===== src/sv/trapezoid_velocity_limiter_defines.svh =====
// ----------------------------------------------------------------------------
// trapezoid velocity limiter: assertion macros
// property checks for simulation, empty bodies for synthesis
// ----------------------------------------------------------------------------
`ifndef TRAPEZOID_VELOCITY_LIMITER_DEFINES_SVH
`define TRAPEZOID_VELOCITY_LIMITER_DEFINES_SVH

`ifndef SYNTHESIS

// same-cycle implication
`define TVL_ASSERT_IMP(lbl, clk, rst, ante, cons) \
  lbl: assert property (@(posedge clk) disable iff (rst) (ante) |-> (cons)) \
    else $error("tvl check failed: same-cycle implication");

// next-cycle implication
`define TVL_ASSERT_NXT(lbl, clk, rst, ante, cons) \
  lbl: assert property (@(posedge clk) disable iff (rst) (ante) |=> (cons)) \
    else $error("tvl check failed: next-cycle implication");

`else

`define TVL_ASSERT_IMP(lbl, clk, rst, ante, cons)
`define TVL_ASSERT_NXT(lbl, clk, rst, ante, cons)

`endif

`endif


===== src/sv/tvl_pkg.sv =====
// ----------------------------------------------------------------------------
// tvl_pkg
// shared widths, register indexes and controller/datapath signal groups
// ----------------------------------------------------------------------------
`default_nettype none

package tvl_pkg;

  // field widths fixed by the stream format
  localparam int SPEED_W     = 24;
  localparam int RATE_W      = 16;
  localparam int SCALE_W     = 16;
  localparam int SCALE_SHIFT = 15;
  localparam int POS_FIELD_W = 32;

  // parameter defaults
  localparam int POS_WIDTH_DEF       = 32;
  localparam int SPEED_FRAC_BITS_DEF = 8;

  // stream packing
  localparam int TGT_LSB    = 0;
  localparam int CUR_LSB    = TGT_LSB + POS_FIELD_W;
  localparam int SCALE_LSB  = CUR_LSB + POS_FIELD_W;
  localparam int IN_DATA_W  = 80;
  localparam int OUT_DATA_W = 80;

  // configuration port
  localparam int CFG_IDX_W  = 2;
  localparam int CFG_DATA_W = SPEED_W;

  typedef enum logic [CFG_IDX_W-1:0] {
    CFG_ENABLE     = 2'd0,
    CFG_ACCEL_STEP = 2'd1,
    CFG_DECEL_RATE = 2'd2,
    CFG_SPEED_MAX  = 2'd3
  } cfg_idx_t;

  // controller to datapath
  typedef struct packed {
    logic load_in;
    logic load_err;
    logic load_prod;
    logic root_start;
    logic root_step;
    logic load_speed;
    logic load_lim;
    logic load_out;
  } cmd_t;

  // datapath to controller
  typedef struct packed {
    logic enable;
    logic root_last;
  } status_t;

endpackage

`default_nettype wire


===== src/sv/tvl_sqrt.sv =====
// ----------------------------------------------------------------------------
// tvl_sqrt
// bit-serial integer square root, one result bit per step, rounded down
// ----------------------------------------------------------------------------
`default_nettype none

module tvl_sqrt #(
  parameter int ROOT_W = 28
) (
  input  wire logic                  clk,
  input  wire logic                  rst,
  input  wire logic                  start,
  input  wire logic                  step,
  input  wire logic [2*ROOT_W-1:0]   radicand,
  output logic      [ROOT_W-1:0]     root,
  output logic                       last
);

  localparam int REM_W = ROOT_W + 2;
  localparam int CNT_W = $clog2(ROOT_W);

  logic [2*ROOT_W-1:0] rad;
  logic [REM_W-1:0]    rem;
  logic [ROOT_W-1:0]   q;
  logic [CNT_W-1:0]    cnt;

  logic [REM_W+1:0]    cur;
  logic [REM_W+1:0]    trial;
  logic [REM_W+1:0]    diff;
  logic                ge;

  // bring down the next two radicand bits and try the next root bit
  assign cur   = {rem, rad[2*ROOT_W-1 -: 2]};
  assign trial = (REM_W+2)'({q, 2'b01});
  assign diff  = cur - trial;
  assign ge    = (cur >= trial);

  always_ff @(posedge clk) begin
    if (start) begin
      rad <= radicand;
      rem <= '0;
      q   <= '0;
    end else if (step) begin
      rad <= {rad[2*ROOT_W-3:0], 2'b00};
      rem <= ge ? diff[REM_W-1:0] : cur[REM_W-1:0];
      q   <= {q[ROOT_W-2:0], ge};
    end
  end

  always_ff @(posedge clk) begin
    if (rst) begin
      cnt <= '0;
    end else if (start) begin
      cnt <= CNT_W'(ROOT_W - 1);
    end else if (step && (cnt != '0)) begin
      cnt <= cnt - 1'b1;
    end
  end

  assign root = q;
  assign last = (cnt == '0);

endmodule

`default_nettype wire


===== src/sv/tvl_dp.sv =====
// ----------------------------------------------------------------------------
// tvl_dp
// datapath: registers, error, radicand product, speed select, scaled limit
// ----------------------------------------------------------------------------
`default_nettype none

`include "trapezoid_velocity_limiter_defines.svh"

module tvl_dp import tvl_pkg::*; #(
  parameter int POS_WIDTH       = POS_WIDTH_DEF,
  parameter int SPEED_FRAC_BITS = SPEED_FRAC_BITS_DEF
) (
  input  wire logic                  clk,
  input  wire logic                  rst,
  input  wire cmd_t                  cmd,
  output status_t                    sts,
  input  wire logic                  cfg_we,
  input  wire logic [CFG_IDX_W-1:0]  cfg_index,
  input  wire logic [CFG_DATA_W-1:0] cfg_data,
  input  wire logic [IN_DATA_W-1:0]  in_data,
  input  wire logic                  in_user,
  output logic      [OUT_DATA_W-1:0] out_data,
  output logic                       out_user
);

  localparam int ERR_W  = POS_WIDTH - 1;
  localparam int PROD_W = ERR_W + RATE_W;
  localparam int RAD_W  = PROD_W + SPEED_FRAC_BITS + 1;
  localparam int ROOT_W = (RAD_W + 1) / 2;
  localparam int CMP_W  = (ROOT_W > SPEED_W) ? ROOT_W : SPEED_W;
  localparam int LIM_W  = SPEED_W + SCALE_W;

  // configuration registers
  logic                enable;
  logic [RATE_W-1:0]   accel_step;
  logic [RATE_W-1:0]   decel_rate;
  logic [SPEED_W-1:0]  speed_max;

  // profile state
  logic [SPEED_W-1:0]  running_speed;

  // captured word
  logic signed [POS_WIDTH-1:0] tgt;
  logic signed [POS_WIDTH-1:0] cur;
  logic                        brake;
  logic [SCALE_W-1:0]          scale;
  logic                        applied_q;

  // intermediate registers
  logic [ERR_W-1:0]    err_q;
  logic [PROD_W-1:0]   prod_q;
  logic [LIM_W-1:0]    lim_prod;

  // result register
  logic [SPEED_W-1:0]     out_speed;
  logic [SPEED_W-1:0]     out_limit;
  logic [POS_FIELD_W-1:0] out_setpoint;
  logic                   out_applied;

  logic signed [POS_WIDTH:0] diff;
  logic [POS_WIDTH:0]        mag;
  logic [ERR_W-1:0]          err_sat;
  logic [2*ROOT_W-1:0]       radicand;
  logic [ROOT_W-1:0]         root;
  logic                      root_last;
  logic [SPEED_W:0]          v_acc;
  logic [SPEED_W-1:0]        v_cap;
  logic [CMP_W-1:0]          bound;
  logic [SPEED_W-1:0]        speed_new;
  logic [LIM_W-SCALE_SHIFT-1:0] lim_shift;
  logic [SPEED_W-1:0]        lim_sat;

  always_ff @(posedge clk) begin
    if (rst) begin
      enable     <= 1'b1;
      accel_step <= '0;
      decel_rate <= '0;
      speed_max  <= '0;
    end else if (cfg_we) begin
      case (cfg_idx_t'(cfg_index))
        CFG_ENABLE:     enable     <= cfg_data[0];
        CFG_ACCEL_STEP: accel_step <= cfg_data[RATE_W-1:0];
        CFG_DECEL_RATE: decel_rate <= cfg_data[RATE_W-1:0];
        CFG_SPEED_MAX:  speed_max  <= cfg_data[SPEED_W-1:0];
        default: ;
      endcase
    end
  end

  // |target - current|, saturated to the error width
  assign diff    = (POS_WIDTH+1)'(tgt) - (POS_WIDTH+1)'(cur);
  assign mag     = diff[POS_WIDTH] ? (POS_WIDTH+1)'(-diff) : (POS_WIDTH+1)'(diff);
  assign err_sat = (mag[POS_WIDTH:ERR_W] != '0) ? {ERR_W{1'b1}} : mag[ERR_W-1:0];

  assign radicand = (2*ROOT_W)'({prod_q, {(SPEED_FRAC_BITS+1){1'b0}}});

  tvl_sqrt #(
    .ROOT_W (ROOT_W)
  ) u_sqrt (
    .clk      (clk),
    .rst      (rst),
    .start    (cmd.root_start),
    .step     (cmd.root_step),
    .radicand (radicand),
    .root     (root),
    .last     (root_last)
  );

  // least of accelerated speed, speed cap and braking bound
  assign v_acc     = (SPEED_W+1)'(running_speed) + (SPEED_W+1)'(accel_step);
  assign v_cap     = ({1'b0, speed_max} < v_acc) ? speed_max : v_acc[SPEED_W-1:0];
  assign bound     = brake ? CMP_W'(root) : CMP_W'(speed_max);
  assign speed_new = (bound < CMP_W'(v_cap)) ? bound[SPEED_W-1:0] : v_cap;

  assign lim_shift = lim_prod[LIM_W-1:SCALE_SHIFT];
  assign lim_sat   = (lim_shift[LIM_W-SCALE_SHIFT-1:SPEED_W] != '0) ? {SPEED_W{1'b1}}
                                                                   : lim_shift[SPEED_W-1:0];

  always_ff @(posedge clk) begin
    if (rst) begin
      running_speed <= '0;
    end else if (cmd.load_speed) begin
      running_speed <= speed_new;
    end
  end

  always_ff @(posedge clk) begin
    if (cmd.load_in) begin
      tgt       <= in_data[TGT_LSB +: POS_WIDTH];
      cur       <= in_data[CUR_LSB +: POS_WIDTH];
      scale     <= in_data[SCALE_LSB +: SCALE_W];
      brake     <= in_user;
      applied_q <= enable;
    end
    if (cmd.load_err) begin
      err_q <= err_sat;
    end
    if (cmd.load_prod) begin
      prod_q <= PROD_W'(err_q) * PROD_W'(decel_rate);
    end
    if (cmd.load_lim) begin
      lim_prod <= LIM_W'(running_speed) * LIM_W'(scale);
    end
    if (cmd.load_out) begin
      out_speed <= running_speed;
      if (applied_q) begin
        out_limit    <= lim_sat;
        out_setpoint <= POS_FIELD_W'(tgt);
        out_applied  <= 1'b1;
      end else begin
        out_limit    <= '0;
        out_setpoint <= '0;
        out_applied  <= 1'b0;
      end
    end
  end

  assign sts      = '{enable: enable, root_last: root_last};
  assign out_data = {out_setpoint, out_limit, out_speed};
  assign out_user = out_applied;

  `TVL_ASSERT_NXT(a_speed_capped, clk, rst, cmd.load_speed, running_speed <= $past(speed_max))
  `TVL_ASSERT_NXT(a_speed_held, clk, rst, !cmd.load_speed, running_speed == $past(running_speed))
  `TVL_ASSERT_NXT(a_disabled_zero, clk, rst, cmd.load_out && !applied_q,
                  (out_limit == '0) && (out_setpoint == '0) && !out_applied)

endmodule

`default_nettype wire


===== src/sv/tvl_ctrl.sv =====
// ----------------------------------------------------------------------------
// tvl_ctrl
// sequencer: input and output handshakes, datapath step commands
// ----------------------------------------------------------------------------
`default_nettype none

`include "trapezoid_velocity_limiter_defines.svh"

module tvl_ctrl import tvl_pkg::*; (
  input  wire logic    clk,
  input  wire logic    rst,
  input  wire logic    s_tvalid,
  output logic         s_tready,
  output logic         m_tvalid,
  input  wire logic    m_tready,
  input  wire status_t sts,
  output cmd_t         cmd
);

  typedef enum logic [7:0] {
    S_IDLE  = 8'b0000_0001,
    S_ERR   = 8'b0000_0010,
    S_MULT  = 8'b0000_0100,
    S_START = 8'b0000_1000,
    S_ROOT  = 8'b0001_0000,
    S_SEL   = 8'b0010_0000,
    S_SCALE = 8'b0100_0000,
    S_OUT   = 8'b1000_0000
  } state_t;

  state_t state;
  state_t state_next;
  logic   out_full;

  always_comb begin
    cmd        = '0;
    state_next = state;
    case (state)
      S_IDLE: begin
        if (s_tvalid) begin
          cmd.load_in = 1'b1;
          state_next  = sts.enable ? S_ERR : S_OUT;
        end
      end
      S_ERR: begin
        cmd.load_err = 1'b1;
        state_next   = S_MULT;
      end
      S_MULT: begin
        cmd.load_prod = 1'b1;
        state_next    = S_START;
      end
      S_START: begin
        cmd.root_start = 1'b1;
        state_next     = S_ROOT;
      end
      S_ROOT: begin
        cmd.root_step = 1'b1;
        if (sts.root_last) begin
          state_next = S_SEL;
        end
      end
      S_SEL: begin
        cmd.load_speed = 1'b1;
        state_next     = S_SCALE;
      end
      S_SCALE: begin
        cmd.load_lim = 1'b1;
        state_next   = S_OUT;
      end
      S_OUT: begin
        // wait for the result register to free up
        if (!out_full || m_tready) begin
          cmd.load_out = 1'b1;
          state_next   = S_IDLE;
        end
      end
      default: begin
        state_next = S_IDLE;
      end
    endcase
  end

  always_ff @(posedge clk) begin
    if (rst) begin
      state    <= S_IDLE;
      out_full <= 1'b0;
    end else begin
      state <= state_next;
      if (cmd.load_out) begin
        out_full <= 1'b1;
      end else if (m_tready) begin
        out_full <= 1'b0;
      end
    end
  end

  assign s_tready = (state == S_IDLE);
  assign m_tvalid = out_full;

  `TVL_ASSERT_NXT(a_enabled_start, clk, rst, (state == S_IDLE) && s_tvalid && sts.enable, state == S_ERR)
  `TVL_ASSERT_NXT(a_root_exit, clk, rst, (state == S_ROOT) && sts.root_last, state == S_SEL)
  `TVL_ASSERT_NXT(a_result_shown, clk, rst, cmd.load_out, m_tvalid)

endmodule

`default_nettype wire


===== src/sv/trapezoid_velocity_limiter.sv =====
// ----------------------------------------------------------------------------
// trapezoid_velocity_limiter
// per-tick speed limit for a position loop with trapezoidal speed profile
// ----------------------------------------------------------------------------
// Each input word is one control tick. With the profile enabled the running
// speed becomes the least of (old speed + accel_step), speed_max and, when
// braking at the target, floor(sqrt(2 * decel_rate * |error| * 2^frac)),
// with the error saturated to POS_WIDTH-1 bits; otherwise the braking bound
// is speed_max. The result word carries the new speed, the PID output limit
// (speed * speed_scale >> 15, saturated to 24 bits), the target as setpoint
// and applied = 1. Disabled, the block reports the held speed with a zero
// limit, zero setpoint and applied = 0. One word is processed at a time: an
// enabled word steps through error, product, root start, the bit-serial
// square root that resolves one root bit per cycle (ROOT_W = 28 at the
// default widths), speed select, limit scaling and output, and the sequencer
// is back in idle in the same cycle as the result is shown; a disabled word
// goes from acceptance straight to output. A result that waits for the
// output register to free up stalls the sequencer for as long as it waits.
// A new word is accepted as soon as the sequencer is back in idle, even while
// the previous result still waits in the output register. Configuration
// writes should only be issued while no word is in flight.
// ----------------------------------------------------------------------------
`default_nettype none

module trapezoid_velocity_limiter import tvl_pkg::*; #(
  parameter int POS_WIDTH       = POS_WIDTH_DEF,       // position bits used
  parameter int SPEED_FRAC_BITS = SPEED_FRAC_BITS_DEF  // fraction bits of speeds
) (
  input  wire logic                  clk,
  input  wire logic                  rst,

  // input word stream
  input  wire logic                  s_tvalid,
  output logic                       s_tready,
  // target_position [31:0], current_position [63:32], speed_scale [79:64]
  input  wire logic [IN_DATA_W-1:0]  s_tdata,
  // brake_at_target [0]
  input  wire logic                  s_tuser,

  // result word stream
  output logic                       m_tvalid,
  input  wire logic                  m_tready,
  // speed [23:0], speed_limit [47:24], setpoint [79:48]
  output logic      [OUT_DATA_W-1:0] m_tdata,
  // applied [0]
  output logic                       m_tuser,

  // configuration writes: 0 enable, 1 accel_step, 2 decel_rate, 3 speed_max
  input  wire logic                  cfg_we,
  input  wire logic [CFG_IDX_W-1:0]  cfg_index,
  input  wire logic [CFG_DATA_W-1:0] cfg_data
);

  cmd_t    cmd;   // step commands from the sequencer
  status_t sts;   // enable and root-done back to the sequencer

  // sequencer: owns both handshakes
  tvl_ctrl u_ctrl (
    .clk      (clk),
    .rst      (rst),
    .s_tvalid (s_tvalid),
    .s_tready (s_tready),
    .m_tvalid (m_tvalid),
    .m_tready (m_tready),
    .sts      (sts),
    .cmd      (cmd)
  );

  // datapath: config registers, running speed, root unit, result register
  tvl_dp #(
    .POS_WIDTH       (POS_WIDTH),
    .SPEED_FRAC_BITS (SPEED_FRAC_BITS)
  ) u_dp (
    .clk       (clk),
    .rst       (rst),
    .cmd       (cmd),
    .sts       (sts),
    .cfg_we    (cfg_we),
    .cfg_index (cfg_index),
    .cfg_data  (cfg_data),
    .in_data   (s_tdata),
    .in_user   (s_tuser),
    .out_data  (m_tdata),
    .out_user  (m_tuser)
  );

endmodule

`default_nettype wire


===== config.mk =====
export PLATFORM = sky130hd
export DESIGN_NAME = trapezoid_velocity_limiter
export DESIGN_NICKNAME = d
export VERILOG_FILES = /design/src/sv/tvl_pkg.sv /design/src/sv/tvl_sqrt.sv /design/src/sv/tvl_dp.sv /design/src/sv/tvl_ctrl.sv /design/src/sv/trapezoid_velocity_limiter.sv
export VERILOG_INCLUDE_DIRS = /design/src /design/src/sv
export SDC_FILE = /design/constraint.sdc
export NUM_CORES = 2
export LEC_CHECK = 0
export BUFFER_PORTS_ARGS = -buffer_cell sky130_fd_sc_hd__buf_2
export CAP_MARGIN = 20
export CORE_ASPECT_RATIO = 0.75
export CORE_UTILIZATION = 35
export DETAILED_ROUTE_END_ITERATION = 6
export SYNTH_ARGS = -nofsm -noshare
export SYNTH_HDL_FRONTEND = slang
export SYNTH_HIERARCHICAL = 1
export SYNTH_SLANG_ARGS = --single-unit

===== constraint.sdc =====
create_clock -name clk -period 6.35 [get_ports clk]
set_input_delay 0.3175 -clock clk [delete_from_list [all_inputs] [get_ports clk]]
set_output_delay 0.3175 -clock clk [all_outputs]
set_load 0.02 [all_outputs]

# Word-level counts from Yosys, hierarchy flattened
# Cells that the tools add are included.
[word_totals] regBits=481 word_cells=92
[op_classes] addsub=5 n_mul=2 n_lt_le_gt_ge=3 eq_ne=14 n_mux=28 n_reduce_logical=16
[ops] operator="56-bit 2-to-1 mux" n=2
[ops] operator="24-bit 2-to-1 mux" n=3
[ops] operator="8-bit one-hot mux with 8 select lines" n=1
[ops] operator="31-bit by 16-bit multiplier with 47-bit output" n=1
[ops] operator="24-bit by 16-bit multiplier with 40-bit output" n=1
[ops] operator="33-bit 2-to-1 mux" n=1
[ops] operator="33-bit negator" n=1
[ops] operator="32-bit by 32-bit subtractor with 33-bit output" n=1
[ops] operator="32-bit by 30-bit >= comparator with 1-bit output" n=1
[ops] operator="8-bit 2-to-1 mux" n=4
[ops] operator="30-bit 2-to-1 mux" n=1
[ops] operator="30-bit subtractor" n=1
[ops] operator="28-bit by 24-bit < comparator with 1-bit output" n=1
[ops] operator="28-bit 2-to-1 mux" n=1
[ops] operator="24-bit by 16-bit adder with 25-bit output" n=1
[ops] operator="24-bit by 25-bit < comparator with 1-bit output" n=1
[ops] operator="1-bit 2-to-1 mux" n=13
[ops] operator="5-bit 2-to-1 mux" n=2
[ops] operator="8-bit by 1-bit equality test with 1-bit output (second input constant)" n=1
[ops] operator="8-bit by 2-bit equality test with 1-bit output (second input constant)" n=1
[ops] operator="8-bit by 3-bit equality test with 1-bit output (second input constant)" n=1
[ops] operator="8-bit by 4-bit equality test with 1-bit output (second input constant)" n=1
[ops] operator="8-bit by 5-bit equality test with 1-bit output (second input constant)" n=1
[ops] operator="8-bit by 6-bit equality test with 1-bit output (second input constant)" n=1
[ops] operator="other kinds (17)" n=25

# Logic depth before layout (Yosys ltp)
[logic_depth] ltp_word=5 ltp_mapped=36 mapped_depth_nobuf=32

# Modules after synthesis
# The synthesis kept the hierarchy.
[by_module_without_submodules] module="tvl_dp" instances=1 cells_each=4625 area_each_um2=43912.1 seq_area_each_um2=9609.2
[by_module_without_submodules] module="tvl_sqrt" instances=1 cells_each=655 area_each_um2=6516.2 seq_area_each_um2=2942.8
[by_module_without_submodules] module="tvl_ctrl" instances=1 cells_each=63 area_each_um2=536.8 seq_area_each_um2=180.2

# Worst setup path before layout
# OpenSTA, ideal clock, no wires.
[synth_timing] kind="reg2reg" startpoint="register u_dp.running_speed[0]" endpoint="register u_dp.running_speed[10]" setup_ns=0.122 t_arrival_ns=6.666 slack_ns=-0.438 path_stages_with_launch=34 path_buffers=3 synth_period_minus_slack_ns=6.788 path_cell_list="dfxtp_1 ha_1 fa_1 a21o_1 a21oi_1 o21ai_0 or3b_2 a31oi_1 a21o_1 a21oi_1 xor2_1 ha_1 a221oi_1 o21a_1 o311ai_0 a21oi_1 o31ai_1 a31oi_1 a31oi_1 clkbuf_1 mux2_2 ha_1 a21o_1 a21o_1 a21o_1 a21o_1 a21oi_1 o211ai_1 or2_2 nand2b_1 clkbuf_1 buf_1 nor3_1 a311o_1"
[synth_between] elab_chain_cells=5
[synth_lines] element="from (decl)" line_no="tvl_dp.sv:40" source="logic [SPEED_W-1:0] running_speed;"
[synth_lines] element="from (signal assigned)" line_no="tvl_dp.sv:123" source="running_speed <= speed_new;"
[synth_lines] element="24-bit by 16-bit adder with 25-bit output (*)" line_no="tvl_dp.sv:110" source="assign v_acc = (SPEED_W+1)'(running_speed) + (SPEED_W+1)'(accel_step);"
[synth_lines] element="24-bit by 25-bit < comparator with 1-bit output" line_no="tvl_dp.sv:111" source="assign v_cap = ({1'b0, speed_max} < v_acc) ? speed_max : v_acc[SPEED_W-1:0];"
[synth_lines] element="24-bit 2-to-1 mux (*)" line_no="tvl_dp.sv:111"
[synth_lines] element="28-bit by 24-bit < comparator with 1-bit output" line_no="tvl_dp.sv:113" source="assign speed_new = (bound < CMP_W'(v_cap)) ? bound[SPEED_W-1:0] : v_cap;"
[synth_lines] element="24-bit 2-to-1 mux (*)" line_no="tvl_dp.sv:113"
# Mark *: on every way between the ends. The rest lies on a longest branch, timed or not.
# A chain may end at the register's enable or synchronous reset.

# Final worst setup path
[layout_timing] startpoint="register u_dp.accel_step[0]" endpoint="register u_dp.running_speed[6]"
[layout_between] elab_chain_cells=5
[layout_lines] element="from (decl)" line_no="tvl_dp.sv:35" source="logic [RATE_W-1:0] accel_step;"
[layout_lines] element="from (signal assigned)" line_no="tvl_dp.sv:82" source="CFG_ACCEL_STEP: accel_step <= cfg_data[RATE_W-1:0];"
[layout_lines] element="24-bit by 16-bit adder with 25-bit output (*)" line_no="tvl_dp.sv:110"
[layout_lines] element="24-bit by 25-bit < comparator with 1-bit output" line_no="tvl_dp.sv:111"
[layout_lines] element="24-bit 2-to-1 mux (*)" line_no="tvl_dp.sv:111"
[layout_lines] element="28-bit by 24-bit < comparator with 1-bit output" line_no="tvl_dp.sv:113"
[layout_lines] element="24-bit 2-to-1 mux (*)" line_no="tvl_dp.sv:113"
# Marked as above.

==> metrics <==
RR Endpoint u_dp/running_speed[6]; R2R Setup Slk -0.55 ns; clk root buf clkbuf_16; Worst R2R Start u_dp/accel_step[0]; Clock transition at path regs 0.07 ns; RSZ-0062 raised after global routing yes; PortBufs 194; Detailed Place HPWL 108000 um; asr flop ratio synth 0; Req. time, crit path 6.88 ns; Starting Density 0.355; GPL Wtd Cong 0.911; max_slew headroom 0.277; critical path type flip-flop to flip-flop; cell family with most CP delay compound AO/OA/AOI/OAI gates; # Max-Cap Violations 0; dominant cells by area after synthesis fa_1 (28%), edfxtp_1 (19%), ha_1 (8.7%); Tmin final 6.90 ns; GRT overflow 0; final setup fails 42; Syn Inst Count 5343; NetSw 0.00315 W; internal power 0.00678 W; DRT antenna net count 1; HP Start cfg_data[3]; most frequent cells in the layout inv_1 (924), nand2_1 (832), fa_1 (687); Fmax 0.145 GHz; Pins Over Slew Limit 0; Num CTS Buffers 55; Crit. path cell count 34; CP most frequent cell a21oi_2; part of the power in the clock network 0.337; drt pass-1 iters 6; commonest non-fill, non-tap cell in the layout inv_1; initial antenna violation count 1; CTS sink cnt 475; slowest CP cell dfxtp_4; Yosys warnings 6; CP max stage delay 0.36 ns; via count 39481; clk buf depth 3; # rows 120; Reg power frac 0.353; Die Wd 443 um; Leak Pwr 29.1 nW; Area Growth Syn to Fin 23.9%; die area 0.147 mm^2; WP data arrival 7.43 ns; Worst Tran Pin Value 1.08 ns; DRC errors left 0; Sw Ratio 0.317; H-tree levels 2; Synth cell types 98; clk_skew 0.0520 ns; fillers 13710; Peak VDD IR 0.205 mV; clk_lat worst skew 0.68 ns; status complete, but fails checks; setup ws final -0.551 ns; Fin. Hold Viols 0; vias in the first global route 40867; hold-critical path depth 3; Core Region 0.144 mm^2; Boundary Pins 195; first-pass GRT wire length 227000 um; Worst Setup SP u_dp/accel_step[0]; synthesized area per cell 9.54 um^2; Setup WS pre-CTS -0.796 ns; Comb pwr share 0.311; number of synthesized flops with an enable pin 322; Final Cycle Share 1.09; CTS tree done; Seq/Total Area, Yosys 0.250; Cell Area, Synth 0.0510 mm^2; worst-path fanout max 10; HP Class primary input to flip-flop; Global Route Usage Sum 0.192; largest net degree at the start of global routing 84; #FFs+latches synth 475; startpoint class of the critical path flip-flop; Synth Flop Type edfxtp_1; Hold EP u_dp/speed_max[3]; Yosys top cell area share 0.279; largest area contributor in the synthesized netlist fa_1; failing checks antenna violations, negative setup slack; non-filler instance count after layout 7999; die height 332 um; P per Cell Area 157 mW/mm^2; final net count 7234; drt total wl 139000 um; R2R depth 34; Worst setup EP type flip-flop; vias per inst 4.94; average wire per standard cell 17.4 um; Placed Instances 7662; share of cells above drive strength 1 0.211; DR iter-0 viols 2713; CP Buf/Inv Count 6
==> layout make-up <==
| class | instances | area, um^2 | share of cell area |
|---|---|---|---|
| multi-input combinational | 3670 | 35000 | 0.555 |
| clock buffer | 79 | 1540 | 0.0244 |
| antenna | 5 | 12.5 | 0.000198 |
| tap | 1891 | 2370 | 0.0375 |
| timing repair buffer | 894 | 7450 | 0.118 |
| sequential | 475 | 12800 | 0.202 |
| inverter | 961 | 3610 | 0.0572 |
| clock inverter | 24 | 340 | 0.00539 |
==> synthesized netlist by cell type (all sizes together) (16+ instances only) <==
cell / n
inv: 960
nand2: 862
fa: 711
ha: 354
edfxtp: 322
and2: 320
clkbuf: 214
a21oi: 198
nor2: 167
dfxtp: 153
o21ai: 128
xnor2: 95
nor3: 84
a21o: 82
mux2: 80
xor2: 51
o21a: 50
and3: 44
mux2i: 39
nand3: 37
a211oi: 31
buf: 31
a311oi: 29
nand4: 27
nand2b: 24
o211ai: 22
a311o: 21
o21bai: 19
or2: 17
a31oi: 16
==> through the flow <==
step           TNS (ns)  power [W]   util  cell area [um^2]  hold slack, ns
2_1_floorplan         0    0.00525      -             51200           0.387
5_1_grt          -26.60     0.0104  0.439             63100          0.0127
6_report         -15.82    0.00992  0.439             63100          0.0195
4_1_cts          -10.69    0.00993  0.434             62400         0.00160
3_5_place_dp     -31.50    0.00609  0.399             57400           0.455
3_3_place_gp     -26.16    0.00604  0.399             57300           0.456
==> power groups by stage <==
stage,Clock [W],Sequential [W],Combinational [W]
after CTS,0.00344,0.00350,0.00299
after global placement,0,0.00357,0.00248
after detailed placement,0,0.00357,0.00252
after floorplan,0,0.00354,0.00171
after global routing,0.00354,0.00351,0.00339
final,0.00334,0.00350,0.00308
==> registers in the layout, summed over array words and instances, names as in the netlist, 5 cells and up <==
signal	cells
u_dp/u_sqrt/cnt	5
u_dp/out_speed	24
u_dp/cur	32
u_dp/scale	16
u_dp/speed_max	24
u_dp/accel_step	16
u_dp/out_limit	24
u_dp/running_speed	24
u_dp/decel_rate	16
u_dp/u_sqrt/root	28
u_dp/u_sqrt/rem	30
u_ctrl/state	8
u_dp/u_sqrt/rad	56
u_dp/prod_q	47
u_dp/err_q	31
u_dp/lim_prod	25
u_dp/out_setpoint	32
u_dp/tgt	32
==> how the worst max path moves through the flow <==
| stage | to | slack, ns |
|---|---|---|
| 5_1_grt | u_dp/running_speed[6] | -0.78 |
| 4_1_cts | u_dp/running_speed[4] | -0.40 |
| 2_1_floorplan | u_dp/lim_prod[39] | 0.001 |
| 6_report | u_dp/running_speed[6] | -0.55 |
| 3_3_place_gp | u_dp/prod_q[45] | -0.68 |
| 3_5_place_dp | u_dp/running_speed[11] | -0.80 |
==> timing repair <==
action / 4_1_cts / 5_1_grt
endpoints found under the setup margin: 61 / 63
setup buffers: 93 / 47
hold buffers: 103 / 0
endpoints found under the hold margin: 118 / 0
resized for setup: 280 / 148
pin swaps: 208 / 140
cloned: 10 / 1
==> worst reg2reg max path, delay by kind of cell, from the launching register on <==
family                     cells  cell delay, ns
AOI/OAI and AO/OA             15            2.75
adders and majority gates      4            1.10
buffers and inverters          6            0.92
and+or+nand+nor                6            0.85
muxes                          2            0.60
DFF                            1            0.36
xor gates and xnor gates       1            0.22
==> cells by family after synthesis <==
kind of cell    after synthesis  share of synthesized area
mux                         119                     0.0253
simple gates               1655                      0.153
fa+ha+maj                  1065                      0.366
flops                       475                      0.250
other cells                   1                  0.0000736
xor+xnor                    146                     0.0251
compound gates              676                     0.0906
buf+inv                    1206                     0.0901
==> routing by layer <==
| metal | track usage | share of wire | routed length [um] |
|---|---|---|---|
| met5 | 0 | 0.000086 | 12 |
| met4 | 0.0431 | 0.022 | 3020 |
| met3 | 0.0221 | 0.051 | 7160 |
| met2 | 0.300 | 0.45 | 62000 |
| met1 | 0.284 | 0.48 | 66900 |
Power figures use the tool's default switching activity.
